<file path="src/rtl/core/feeder_motor_heat_stall_controller_core_assert.svh">
// Assertion macros used by the feeder controller back end.
// Needs clk_i and rst_ni in the scope of the module that uses them.
`ifndef FEEDER_MOTOR_HEAT_STALL_CONTROLLER_CORE_ASSERT_SVH
`define FEEDER_MOTOR_HEAT_STALL_CONTROLLER_CORE_ASSERT_SVH

// Property checked at every rising edge, off while reset is asserted.
`define FMHSC_ASSERT(label, prop, msg) \
  label: assert property (@(posedge clk_i) disable iff (!rst_ni) (prop)) \
    else $error(msg);

// Condition that must never be seen.
`define FMHSC_NEVER(label, cond, msg) \
  `FMHSC_ASSERT(label, !(cond), msg)

`endif

</file>
<file path="src/rtl/core/fmhsc_pkg.sv">
// Types and constants of the feeder motor controller.
// No dependencies; imported by every module of the block.
package fmhsc_pkg;

  typedef enum logic [1:0] {
    MODE_OTHER  = 2'd0,
    MODE_REMOTE = 2'd1,
    MODE_AIM    = 2'd2
  } control_mode_e;

  typedef enum logic [2:0] {
    CFG_GAIN_P        = 3'd0,
    CFG_GAIN_I        = 3'd1,
    CFG_GAIN_D        = 3'd2,
    CFG_FEED_SPEED    = 3'd3,
    CFG_CURRENT_LIMIT = 3'd4
  } cfg_index_e;

  // Register reset values
  localparam logic [15:0]        GainPReset        = 16'd24576;
  localparam logic [15:0]        GainIReset        = 16'd90;
  localparam logic [15:0]        GainDReset        = 16'd0;
  localparam logic signed [13:0] FeedSpeedReset    = -14'sd5500;
  localparam logic [13:0]        CurrentLimitReset = 14'd10000;

  // Heat hysteresis thresholds
  localparam logic [15:0] RefHeatHigh = 16'd280;
  localparam logic [15:0] RefHeatLow  = 16'd120;
  localparam logic [14:0] EstHeatHigh = 15'd800;
  localparam logic [14:0] EstHeatLow  = 15'd10;
  localparam logic [14:0] EstHeatMax  = 15'd32767;

  // Stall detection and PID limits
  localparam logic signed [15:0] SlowSpeed    = 16'sd100;
  localparam logic signed [14:0] StallDrive   = 15'sd10000;
  localparam logic signed [17:0] ErrorSumMax  = 18'sd15000;
  localparam logic signed [13:0] FeedMostNeg  = -14'sd8192;
  localparam logic signed [13:0] FeedMostPos  = 14'sd8191;

  // Front-to-back queue
  localparam int unsigned QDepth = 2;
  localparam int unsigned QPtrW  = 1;
  localparam int unsigned QCntW  = 2;

  typedef struct packed {
    logic [15:0]        gain_p;
    logic [15:0]        gain_i;
    logic [15:0]        gain_d;
    logic signed [13:0] feed_speed;
    logic [13:0]        current_limit;
  } fmhsc_cfg_t;

  // One tick after decode
  typedef struct packed {
    logic               remote_feed;  // remote mode asking to feed
    logic               aim_gate;     // auto-aim, tracking, shooter powered
    logic               running_fire;
    logic               ref_lim;
    logic               heat_hi;      // referee heat at or above high mark
    logic               heat_lo;      // referee heat at or below low mark
    logic               fric_stop;
    logic               slow;         // |speed| below stall threshold
    logic signed [15:0] measured;
  } fmhsc_item_t;

endpackage

</file>
<file path="src/rtl/core/feeder_motor_heat_stall_controller_core.sv">
// Feeder motor controller: heat limit, stall reversal and speed PID.
// Top level; uses fmhsc_pkg, fmhsc_front, fmhsc_queue and fmhsc_back.
//
// Usage:
//  - One input transfer per control tick (in_valid_i / in_stall_o) carries
//    mode flags, referee heat and measured speed. One output transfer
//    (out_valid_o / out_stall_i) returns drive current, commanded speed and
//    the heat flag for that tick, in order.
//  - A tick passes the queue entry, then the control stage, then the PID/clamp
//    stage into the output register.
//  - Throughput: one transfer per cycle while the output is not stalled. A tick whose
//    speed is within +-99 while no reversal runs waits until the previous tick
//    has left the PID stage, since stall detection looks at its drive.
//  - The output register decouples the sides: while out_stall_i holds a
//    result, the PID stage and the two-entry queue keep filling before
//    in_stall_o rises.
//  - Reset clears all control state, the queue pointers and the output valid flag
//    and loads the gain, feed speed and current limit reset values.
//  - Config writes (cfg_we_i, cfg_index_i, cfg_data_i) are registered before they
//    take effect; unknown indexes are ignored. Write only while the block is idle.
module feeder_motor_heat_stall_controller_core #(
  parameter int unsigned STALL_TICKS   = 20,
  parameter int unsigned REVERSE_TICKS = 60,
  parameter int unsigned BURST_TICKS   = 10
) (
  input  logic               clk_i,
  input  logic               rst_ni,
  // configuration
  input  logic               cfg_we_i,
  input  logic [2:0]         cfg_index_i,
  input  logic [15:0]        cfg_data_i,
  // input channel
  input  logic               in_valid_i,
  output logic               in_stall_o,
  input  logic [1:0]         control_mode_i,
  input  logic               feed_requested_i,
  input  logic               target_tracked_i,
  input  logic               shooter_power_i,
  input  logic               running_fire_i,
  input  logic               referee_limit_active_i,
  input  logic [15:0]        referee_heat_i,
  input  logic               friction_stopped_i,
  input  logic signed [15:0] measured_speed_i,
  // output channel
  output logic               out_valid_o,
  input  logic               out_stall_i,
  output logic signed [14:0] drive_current_o,
  output logic signed [13:0] commanded_speed_o,
  output logic               heat_ok_o
);
  import fmhsc_pkg::*;

  fmhsc_cfg_t  cfg_q, cfg_d;
  fmhsc_item_t front_item, head_item;
  logic        q_full, q_valid, q_push, q_pop;

  // Configuration registers
  always_comb begin
    cfg_d = cfg_q;
    if (cfg_we_i) begin
      case (cfg_index_i)
        CFG_GAIN_P:        cfg_d.gain_p        = cfg_data_i;
        CFG_GAIN_I:        cfg_d.gain_i        = cfg_data_i;
        CFG_GAIN_D:        cfg_d.gain_d        = cfg_data_i;
        CFG_FEED_SPEED:    cfg_d.feed_speed    = signed'(cfg_data_i[13:0]);
        CFG_CURRENT_LIMIT: cfg_d.current_limit = cfg_data_i[13:0];
        default:           cfg_d = cfg_q;
      endcase
    end
  end

  always_ff @(posedge clk_i or negedge rst_ni) begin
    if (!rst_ni) begin
      cfg_q.gain_p        <= GainPReset;
      cfg_q.gain_i        <= GainIReset;
      cfg_q.gain_d        <= GainDReset;
      cfg_q.feed_speed    <= FeedSpeedReset;
      cfg_q.current_limit <= CurrentLimitReset;
    end else begin
      cfg_q <= cfg_d;
    end
  end

  // Front: decode each accepted tick straight into the queue
  assign in_stall_o = q_full;
  assign q_push     = in_valid_i && !q_full;

  fmhsc_front u_front (
    .control_mode_i         (control_mode_i),
    .feed_requested_i       (feed_requested_i),
    .target_tracked_i       (target_tracked_i),
    .shooter_power_i        (shooter_power_i),
    .running_fire_i         (running_fire_i),
    .referee_limit_active_i (referee_limit_active_i),
    .referee_heat_i         (referee_heat_i),
    .friction_stopped_i     (friction_stopped_i),
    .measured_speed_i       (measured_speed_i),
    .item_o                 (front_item)
  );

  fmhsc_queue u_queue (
    .clk_i   (clk_i),
    .rst_ni  (rst_ni),
    .push_i  (q_push),
    .item_i  (front_item),
    .full_o  (q_full),
    .pop_i   (q_pop),
    .valid_o (q_valid),
    .head_o  (head_item)
  );

  // Back: control state, PID and output register
  fmhsc_back #(
    .StallTicks   (STALL_TICKS),
    .ReverseTicks (REVERSE_TICKS),
    .BurstTicks   (BURST_TICKS)
  ) u_back (
    .clk_i             (clk_i),
    .rst_ni            (rst_ni),
    .cfg_i             (cfg_q),
    .q_valid_i         (q_valid),
    .head_i            (head_item),
    .pop_o             (q_pop),
    .out_valid_o       (out_valid_o),
    .out_stall_i       (out_stall_i),
    .drive_current_o   (drive_current_o),
    .commanded_speed_o (commanded_speed_o),
    .heat_ok_o         (heat_ok_o)
  );

endmodule

</file>
<file path="src/rtl/core/fmhsc_front.sv">
// Front end: decodes one control tick into the queue entry format.
// Depends on fmhsc_pkg.
module fmhsc_front (
  input  logic [1:0]               control_mode_i,
  input  logic                     feed_requested_i,
  input  logic                     target_tracked_i,
  input  logic                     shooter_power_i,
  input  logic                     running_fire_i,
  input  logic                     referee_limit_active_i,
  input  logic [15:0]              referee_heat_i,
  input  logic                     friction_stopped_i,
  input  logic signed [15:0]       measured_speed_i,
  output fmhsc_pkg::fmhsc_item_t   item_o
);
  import fmhsc_pkg::*;

  always_comb begin
    item_o.remote_feed  = (control_mode_i == MODE_REMOTE) && feed_requested_i;
    item_o.aim_gate     = (control_mode_i == MODE_AIM) && target_tracked_i &&
                          shooter_power_i;
    item_o.running_fire = running_fire_i;
    item_o.ref_lim      = referee_limit_active_i;
    item_o.heat_hi      = referee_heat_i >= RefHeatHigh;
    item_o.heat_lo      = referee_heat_i <= RefHeatLow;
    item_o.fric_stop    = friction_stopped_i;
    item_o.slow         = (measured_speed_i < SlowSpeed) && (measured_speed_i > -SlowSpeed);
    item_o.measured     = measured_speed_i;
  end

endmodule

</file>
<file path="src/rtl/core/fmhsc_queue.sv">
// Two-entry queue between the decode front and the control back end.
// Depends on fmhsc_pkg.
module fmhsc_queue (
  input  logic                   clk_i,
  input  logic                   rst_ni,
  input  logic                   push_i,
  input  fmhsc_pkg::fmhsc_item_t item_i,
  output logic                   full_o,
  input  logic                   pop_i,
  output logic                   valid_o,
  output fmhsc_pkg::fmhsc_item_t head_o
);
  import fmhsc_pkg::*;

  fmhsc_item_t       entries_q [QDepth];
  logic [QPtrW-1:0]  wr_ptr_q, wr_ptr_d;
  logic [QPtrW-1:0]  rd_ptr_q, rd_ptr_d;
  logic [QCntW-1:0]  count_q, count_d;

  assign full_o  = count_q == QCntW'(QDepth);
  assign valid_o = count_q != '0;
  assign head_o  = entries_q[rd_ptr_q];

  always_comb begin
    wr_ptr_d = push_i ? wr_ptr_q + 1'b1 : wr_ptr_q;
    rd_ptr_d = pop_i ? rd_ptr_q + 1'b1 : rd_ptr_q;
    count_d  = count_q;
    if (push_i && !pop_i) begin
      count_d = count_q + 1'b1;
    end else if (pop_i && !push_i) begin
      count_d = count_q - 1'b1;
    end
  end

  always_ff @(posedge clk_i or negedge rst_ni) begin
    if (!rst_ni) begin
      wr_ptr_q <= '0;
      rd_ptr_q <= '0;
      count_q  <= '0;
    end else begin
      wr_ptr_q <= wr_ptr_d;
      rd_ptr_q <= rd_ptr_d;
      count_q  <= count_d;
    end
  end

  always_ff @(posedge clk_i) begin
    if (push_i) begin
      entries_q[wr_ptr_q] <= item_i;
    end
  end

endmodule

</file>
<file path="src/rtl/core/fmhsc_back.sv">
// Back end: heat/target/stall control (stage 1), PID products, clamp and
// output register (stage 2). Depends on fmhsc_pkg and the assert macros.
module fmhsc_back #(
  parameter int unsigned StallTicks   = 20,
  parameter int unsigned ReverseTicks = 60,
  parameter int unsigned BurstTicks   = 10
) (
  input  logic                   clk_i,
  input  logic                   rst_ni,
  input  fmhsc_pkg::fmhsc_cfg_t  cfg_i,
  input  logic                   q_valid_i,
  input  fmhsc_pkg::fmhsc_item_t head_i,
  output logic                   pop_o,
  output logic                   out_valid_o,
  input  logic                   out_stall_i,
  output logic signed [14:0]     drive_current_o,
  output logic signed [13:0]     commanded_speed_o,
  output logic                   heat_ok_o
);
  import fmhsc_pkg::*;
  `include "feeder_motor_heat_stall_controller_core_assert.svh"

  // control state
  logic               heat_allowed_q, heat_allowed_d;
  logic [14:0]        heat_est_q, heat_est_d;
  logic [3:0]         burst_q, burst_d;
  logic [4:0]         stall_q, stall_d;
  logic [5:0]         reverse_q, reverse_d;
  logic signed [16:0] prev_err_q;
  logic signed [14:0] esum_q, esum_d;
  logic               prev_at_limit_q;

  // stage 2 and output
  logic               s2_valid_q;
  logic signed [16:0] s2_err_q;
  logic signed [14:0] s2_esum_q;
  logic signed [17:0] s2_derr_q;
  logic signed [13:0] s2_tgt_q;
  logic               s2_heat_q;
  logic               out_valid_q;
  logic signed [14:0] drive_q;
  logic signed [13:0] cmd_q;
  logic               heat_q;

  logic               out_free, out_load, s2_ready, hazard;
  logic               feed_sel;
  logic [4:0]         stall_inc;
  logic [5:0]         reverse_mid;
  logic signed [13:0] neg_feed, tgt;
  logic [15:0]        est_inc;
  logic signed [16:0] err;
  logic signed [17:0] derr, esum_raw;

  assign out_free = !out_valid_q || !out_stall_i;
  assign out_load = s2_valid_q && out_free;
  assign s2_ready = !s2_valid_q || out_free;
  // A slow tick outside reversal needs the previous drive, which is still
  // in stage 2 when s2_valid_q is set.
  assign hazard   = head_i.slow && (reverse_q == '0) && s2_valid_q;
  assign pop_o    = q_valid_i && s2_ready && !hazard;

  // ---------------- stage 1: control ----------------
  always_comb begin
    heat_allowed_d = heat_allowed_q;
    if (head_i.ref_lim) begin
      if (head_i.heat_hi) begin
        heat_allowed_d = 1'b0;
      end else if (head_i.heat_lo) begin
        heat_allowed_d = 1'b1;
      end
    end else begin
      if (heat_est_q > EstHeatHigh) begin
        heat_allowed_d = 1'b0;
      end
      if (heat_est_q < EstHeatLow) begin
        heat_allowed_d = 1'b1;
      end
    end

    feed_sel = 1'b0;
    burst_d  = burst_q;
    if (head_i.remote_feed && heat_allowed_d) begin
      feed_sel = 1'b1;
    end else if (head_i.aim_gate && heat_allowed_d) begin
      if (head_i.running_fire) begin
        feed_sel = 1'b1;
        burst_d  = '0;
      end else if (burst_q <= 4'(BurstTicks)) begin
        feed_sel = 1'b1;
        burst_d  = burst_q + 1'b1;
      end
    end

    stall_d     = stall_q;
    reverse_mid = reverse_q;
    stall_inc   = stall_q + 1'b1;
    if (reverse_q == '0) begin
      stall_d = (head_i.slow && prev_at_limit_q) ? stall_inc : '0;
      if (stall_d >= 5'(StallTicks)) begin
        reverse_mid = 6'(ReverseTicks);
        stall_d     = '0;
      end
    end

    neg_feed  = (cfg_i.feed_speed == FeedMostNeg) ? FeedMostPos : -cfg_i.feed_speed;
    tgt       = feed_sel ? cfg_i.feed_speed : '0;
    reverse_d = reverse_mid;
    if (reverse_mid != '0) begin
      reverse_d = reverse_mid - 1'b1;
      tgt       = neg_feed;
    end
    if (!heat_allowed_d) begin
      tgt = '0;
    end

    est_inc    = {1'b0, heat_est_q} + 16'd2;
    heat_est_d = heat_est_q;
    if (tgt != '0) begin
      heat_est_d = (est_inc > {1'b0, EstHeatMax}) ? EstHeatMax : est_inc[14:0];
    end else if (heat_est_q >= EstHeatLow) begin
      heat_est_d = heat_est_q - 15'd2;
    end

    if (head_i.fric_stop) begin
      tgt = '0;
    end

    err      = {{3{tgt[13]}}, tgt} - {head_i.measured[15], head_i.measured};
    derr     = {err[16], err} - {prev_err_q[16], prev_err_q};
    esum_raw = {{3{esum_q[14]}}, esum_q} + {err[16], err};
    if (esum_raw > ErrorSumMax) begin
      esum_d = ErrorSumMax[14:0];
    end else if (esum_raw < -ErrorSumMax) begin
      esum_d = -ErrorSumMax[14:0];
    end else begin
      esum_d = esum_raw[14:0];
    end
  end

  // ---------------- stage 2: PID output ----------------
  logic signed [16:0] gp_s, gi_s, gd_s;
  logic signed [33:0] prod_p;
  logic signed [31:0] prod_i;
  logic signed [34:0] prod_d;
  logic signed [36:0] acc, acc_adj;
  logic signed [24:0] quo, lim;
  logic signed [14:0] drive;

  always_comb begin
    gp_s    = signed'({1'b0, cfg_i.gain_p});
    gi_s    = signed'({1'b0, cfg_i.gain_i});
    gd_s    = signed'({1'b0, cfg_i.gain_d});
    prod_p  = gp_s * s2_err_q;
    prod_i  = gi_s * s2_esum_q;
    prod_d  = gd_s * s2_derr_q;
    acc     = {{3{prod_p[33]}}, prod_p} + {{5{prod_i[31]}}, prod_i} +
              {{2{prod_d[34]}}, prod_d};
    // divide by 4096, truncating toward zero
    acc_adj = acc + (acc[36] ? 37'sd4095 : 37'sd0);
    quo     = acc_adj[36:12];
    lim     = signed'({11'b0, cfg_i.current_limit});
    if (quo > lim) begin
      drive = lim[14:0];
    end else if (quo < -lim) begin
      drive = -lim[14:0];
    end else begin
      drive = quo[14:0];
    end
  end

  always_ff @(posedge clk_i or negedge rst_ni) begin
    if (!rst_ni) begin
      heat_allowed_q  <= 1'b0;
      heat_est_q      <= '0;
      burst_q         <= '0;
      stall_q         <= '0;
      reverse_q       <= '0;
      prev_err_q      <= '0;
      esum_q          <= '0;
      prev_at_limit_q <= 1'b0;
      s2_valid_q      <= 1'b0;
      out_valid_q     <= 1'b0;
    end else begin
      if (pop_o) begin
        heat_allowed_q <= heat_allowed_d;
        heat_est_q     <= heat_est_d;
        burst_q        <= burst_d;
        stall_q        <= stall_d;
        reverse_q      <= reverse_d;
        prev_err_q     <= err;
        esum_q         <= esum_d;
      end
      if (out_load) begin
        prev_at_limit_q <= (drive == StallDrive) || (drive == -StallDrive);
      end
      if (pop_o) begin
        s2_valid_q <= 1'b1;
      end else if (out_load) begin
        s2_valid_q <= 1'b0;
      end
      if (out_load) begin
        out_valid_q <= 1'b1;
      end else if (!out_stall_i) begin
        out_valid_q <= 1'b0;
      end
    end
  end

  always_ff @(posedge clk_i) begin
    if (pop_o) begin
      s2_err_q  <= err;
      s2_esum_q <= esum_d;
      s2_derr_q <= derr;
      s2_tgt_q  <= tgt;
      s2_heat_q <= heat_allowed_d;
    end
    if (out_load) begin
      drive_q <= drive;
      cmd_q   <= s2_tgt_q;
      heat_q  <= s2_heat_q;
    end
  end

  assign out_valid_o       = out_valid_q;
  assign drive_current_o   = drive_q;
  assign commanded_speed_o = cmd_q;
  assign heat_ok_o         = heat_q;

  `FMHSC_ASSERT(a_esum_range, (esum_q <= 15'sd15000) && (esum_q >= -15'sd15000), "error sum out of range")
  `FMHSC_ASSERT(a_rev_no_stall, (reverse_q != '0) |-> (stall_q == '0), "stall count during reversal")
  `FMHSC_ASSERT(a_burst_max, burst_q <= 4'(BurstTicks + 1), "burst count overran")
  `FMHSC_ASSERT(a_s2_hold, (s2_valid_q && out_valid_q && out_stall_i) |=> s2_valid_q, "stage 2 lost")

endmodule

</file>
<file path="config.mk">
export PLATFORM = sky130hd
export DESIGN_NAME = feeder_motor_heat_stall_controller_core
export DESIGN_NICKNAME = d
export VERILOG_FILES = /design/src/rtl/core/fmhsc_pkg.sv /design/src/rtl/core/feeder_motor_heat_stall_controller_core.sv /design/src/rtl/core/fmhsc_front.sv /design/src/rtl/core/fmhsc_queue.sv /design/src/rtl/core/fmhsc_back.sv
export VERILOG_INCLUDE_DIRS = /design/src /design/src/rtl/core
export SDC_FILE = /design/constraint.sdc
export NUM_CORES = 2
export LEC_CHECK = 0
export BUFFER_PORTS_ARGS = -buffer_cell sky130_fd_sc_hd__buf_2
export CAP_MARGIN = 40
export CORE_MARGIN = 2
export CORE_UTILIZATION = 46
export DETAILED_ROUTE_END_ITERATION = 6
export PLACE_DENSITY = 0.61
export SLEW_MARGIN = 20
export SYNTH_ARGS = -nofsm -noshare
export SYNTH_HDL_FRONTEND = slang
export SYNTH_SLANG_ARGS = --single-unit
export TNS_END_PERCENT = 50
</file>
<file path="constraint.sdc">
create_clock -name clk_i -period 32.6 [get_ports clk_i]
set_input_delay 4.89 -clock clk_i [delete_from_list [all_inputs] [get_ports clk_i]]
set_output_delay 4.89 -clock clk_i [all_outputs]
set_load 0.02 [all_outputs]
</file>
==> summary.txt <==
Run status
  – Status: finished, final reports clean

STA
  – Final setup violating endpoints: 0
  – Max-slew violations: 0
  – Final min period: 16.44 ns
  – Final WS setup: between 15 and 20 ns
  – Worst hold slack: between 0.4 and 0.5 ns
  – Post-route clock skew: approximately 0.024 ns
  – Final critical-path share of the clock period: around 50%
  – Final Hold Viols: 0
  – Worst-Margin Slew: approximately 0.86 ns
  – F_max: approximately 60 MHz
  – Rel. slew slack: a little over two fifths
  – RSZ-0062 raised after global routing: false
  – Setup_tns: 0 ns

Floorplanning
  – Die Wd: around 320 um
  – Starting density of the core: 46.5%
  – Number of I/O pins: 96
  – # rows: approximately 120
  – Core footprint: 0.100 sq mm
  – Die area: just over 0.1 sq mm
  – Die Span Y: approximately 320 um

Cells and area
  – Share of cells above drive strength 1: slightly below 7%
  – Finished Cell Area: about 0.050 sq mm
  – Ant diodes: 0
  – Final #Nets: 6213
  – Area Overhead vs Synth: 6.71%

Synthesis
  – Asr flop ratio synth: between 50% and 60%
  – #FFs+latches synth: ~290
  – Synth Area per Inst: roughly 9.4 sq um
  – Distinct cells, synth: 95
  – Cells after Synth: a little under 5k
  – Ys flop type: edfxtp_1
  – Register area share after synthesis: approximately 17%
  – Ys Warns: 0
  – Post-synth net total: around 6.2k
  – Number of synthesized flops with an enable pin: between 100 and 150
  – Synthesized area: between 0.04 and 0.05 sq mm

Critical path
  – Worst path arrival time: approximately 17 ns
  – CP Launch Type: register
  – Worst setup path startpoint: cfg_q[65]
  – Worst Setup End Kind: register
  – Crit-path most repeated cell: a21o_1
  – Reg2Reg Setup Slack: around 16 ns
  – Crit-path max cell delay: roughly 0.74 ns
  – Req. time, crit path: 33.10 ns
  – WS Path Type: reg -> reg
  – Crit-path slowest cell: o41ai_1
  – Reg2reg end: u_back.prev_at_limit_q
  – FF-to-FF Start: cfg_q[65]
  – Crit Path Max Fanout: 28
  – R2R cell count: 65

Routing
  – Final wirelength: 123000 um
  – Post-route DRC: 0
  – DR iter-0 viols: approximately 2.4k
  – Drt wl/cell: slightly below 20 um
  – Via count: about 34k
  – Vias/cell: around 5.4
  – Drt pass-1 iters: 7
  – ANT nets after route: 0

Clock network
  – CTS Buffer Depth: 3
  – Setup bufs post-CTS: 0
  – Worst-Skew Late Latency: 0.58 ns
  – CTS buffer count: 37
  – CTS tree: done
  – CTS Hold Bufs: 0
  – Clock transition at path regs: about 0.060 ns
  – # resized after CTS: 0
  – Clock sinks: 289
  – Root buf cell: clkbuf_16
  – H-tree depth: 2

Placed design
  – Placed standard-cell area: about 0.048 sq mm
  – IO Port Bufs: between 90 and 100
  – Worst slack, placed: roughly 16 ns
  – Post-DP HPWL: 101000 um
  – GPL Wtd Cong: 0.919

Global routing
  – Grt ovf: 0
  – Vias in the first global route: 34.6k
  – First-pass GRT wire length: just under 200000 um
  – Largest net degree at the start of global routing: 65
  – Initial antenna violation count: 12
  – GRT Total Usage: roughly 25%

Worst hold path
  – Worst hold path stage count: 0
  – Hold Crit Start: u_back.s2_tgt_q[11]
  – Worst Hold Path EP: u_back.commanded_speed_o[11]
  – Hold Path Class: reg -> reg

Job
  – Number of max-cap violations: 0
[logic make-up after synthesis]
logic type	after synthesis	share of synthesized area [%]
XOR/XNOR	160	3.04
buffers and inverters	1121	9.08
flip-flops	289	17.1
AO/OA/AOI/OAI	599	8.48
adder cells (fa/ha/maj)	1180	43.8
multiplexers	105	2.46
AND/OR/NAND/NOR	1505	16.0
[registers in the layout, summed over array words and instances (netlist names), 6 cells and up]
register,cells
cfg_q,76
u_back.commanded_speed_o,14
u_back.drive_current_o,15
u_back.esum_q,15
u_back.heat_est_q,15
u_back.prev_err_q,17
u_back.reverse_q,6
u_back.s2_derr_q,18
u_back.s2_err_q,17
u_back.s2_esum_q,15
u_back.s2_tgt_q,14
u_queue.entries_q,48
[synth_stat cells (17+ instances only)]
cell type,instances,area share [%]
a21boi_0,17,0.27
a21o_1,61,0.98
a21oi_1,160,1.7
a31oi_1,29,0.39
and2_1,386,5.2
and3_1,24,0.32
clkbuf_1,154,1.2
dfrtp_1,130,7.0
edfxtp_1,143,9.2
fa_1,747,32
ha_1,433,12
inv_1,948,7.6
mux2_2,73,1.8
mux2i_1,30,0.65
nand2_1,596,4.8
nand2b_1,51,0.69
nand3_1,58,0.62
nand4_1,18,0.24
nor2_1,171,1.4
nor2b_1,30,0.40
nor3_1,72,0.77
nor4_1,19,0.26
o21a_1,17,0.27
o21ai_0,154,1.7
or3_1,25,0.34
xnor2_1,104,2.0
xor2_1,55,1.0
[layer usage]
metal  wire length [um]  track usage [%]  up-vias  share of wire [%]
met5                 12                0        -             0.0097
met4               4420             7.90        2                3.6
met3               7190             3.02      166                5.8
met2              58800             40.9      901                 48
met1              52800             33.5    17100                 43
li1                   -                -    15800                  -
[cell type report]
type	instances	area (sq um)
repair buffers	143	931
clock inverters	18	148
inverters	949	3560
fillers	9442	50500
multi-input cells	3549	34400
flip-flops and latches	289	7970
well taps	1298	1620
clock buffers	50	1030
[stage by stage]
stage	utilization, %	cells
floorplan	-	4959
global placement	48.2	6217
detailed placement	48.3	6223
CTS	49.5	6291
global route	49.6	6296
finish	49.6	6296
[critical path, delay by kind of cell (launching register included)]
family	cells	cell delay (ns)
compound gates	31	7.50
fa+ha+maj	12	5.12
mux	1	0.33
simple gates	11	1.43
xor+xnor	2	0.48
flops	1	0.73
buf+inv	8	0.77
[how the worst max path moves through the flow]
stage          slack (ns)                     end  depth (start not counted)
2_1_floorplan       18.71  u_back.prev_at_limit_q                         66
3_3_place_gp        16.51  u_back.prev_at_limit_q                         64
3_5_place_dp        16.20  u_back.prev_at_limit_q                         64
4_1_cts             16.17  u_back.prev_at_limit_q                         64
5_1_grt             15.38  u_back.prev_at_limit_q                         65
6_report            16.16  u_back.prev_at_limit_q                         65
[placed cells by master (no fill, tap or decap), types with 8 or more instances in the layout]
master,n
and3_1,24
nor2_1,170
o22ai_1,8
fa_1,747
nor3_1,71
inv_1,948
mux2_2,73
dfrtp_1,130
or2_2,13
nor2b_1,30
buf_4,38
nor4_1,18
clkbuf_16,39
o21a_1,17
or3_1,25
ha_1,433
dfstp_2,16
edfxtp_1,143
buf_2,96
xor2_1,55
mux2i_1,30
clkinv_2,9
nand2_1,596
a211oi_1,15
a31oi_1,29
xnor2_1,104
or4_1,8
o211ai_1,8
o21ai_0,154
a21boi_0,17
and2_1,386
nand4_1,18
a21oi_1,160
clkbuf_1,9
a21o_1,61
nand3_1,58
nand2b_1,51
o21bai_1,13
Power is left out: the tool's default activity adds up to more than one toggle a clock period on the data nets, which glitch-free logic cannot reach.
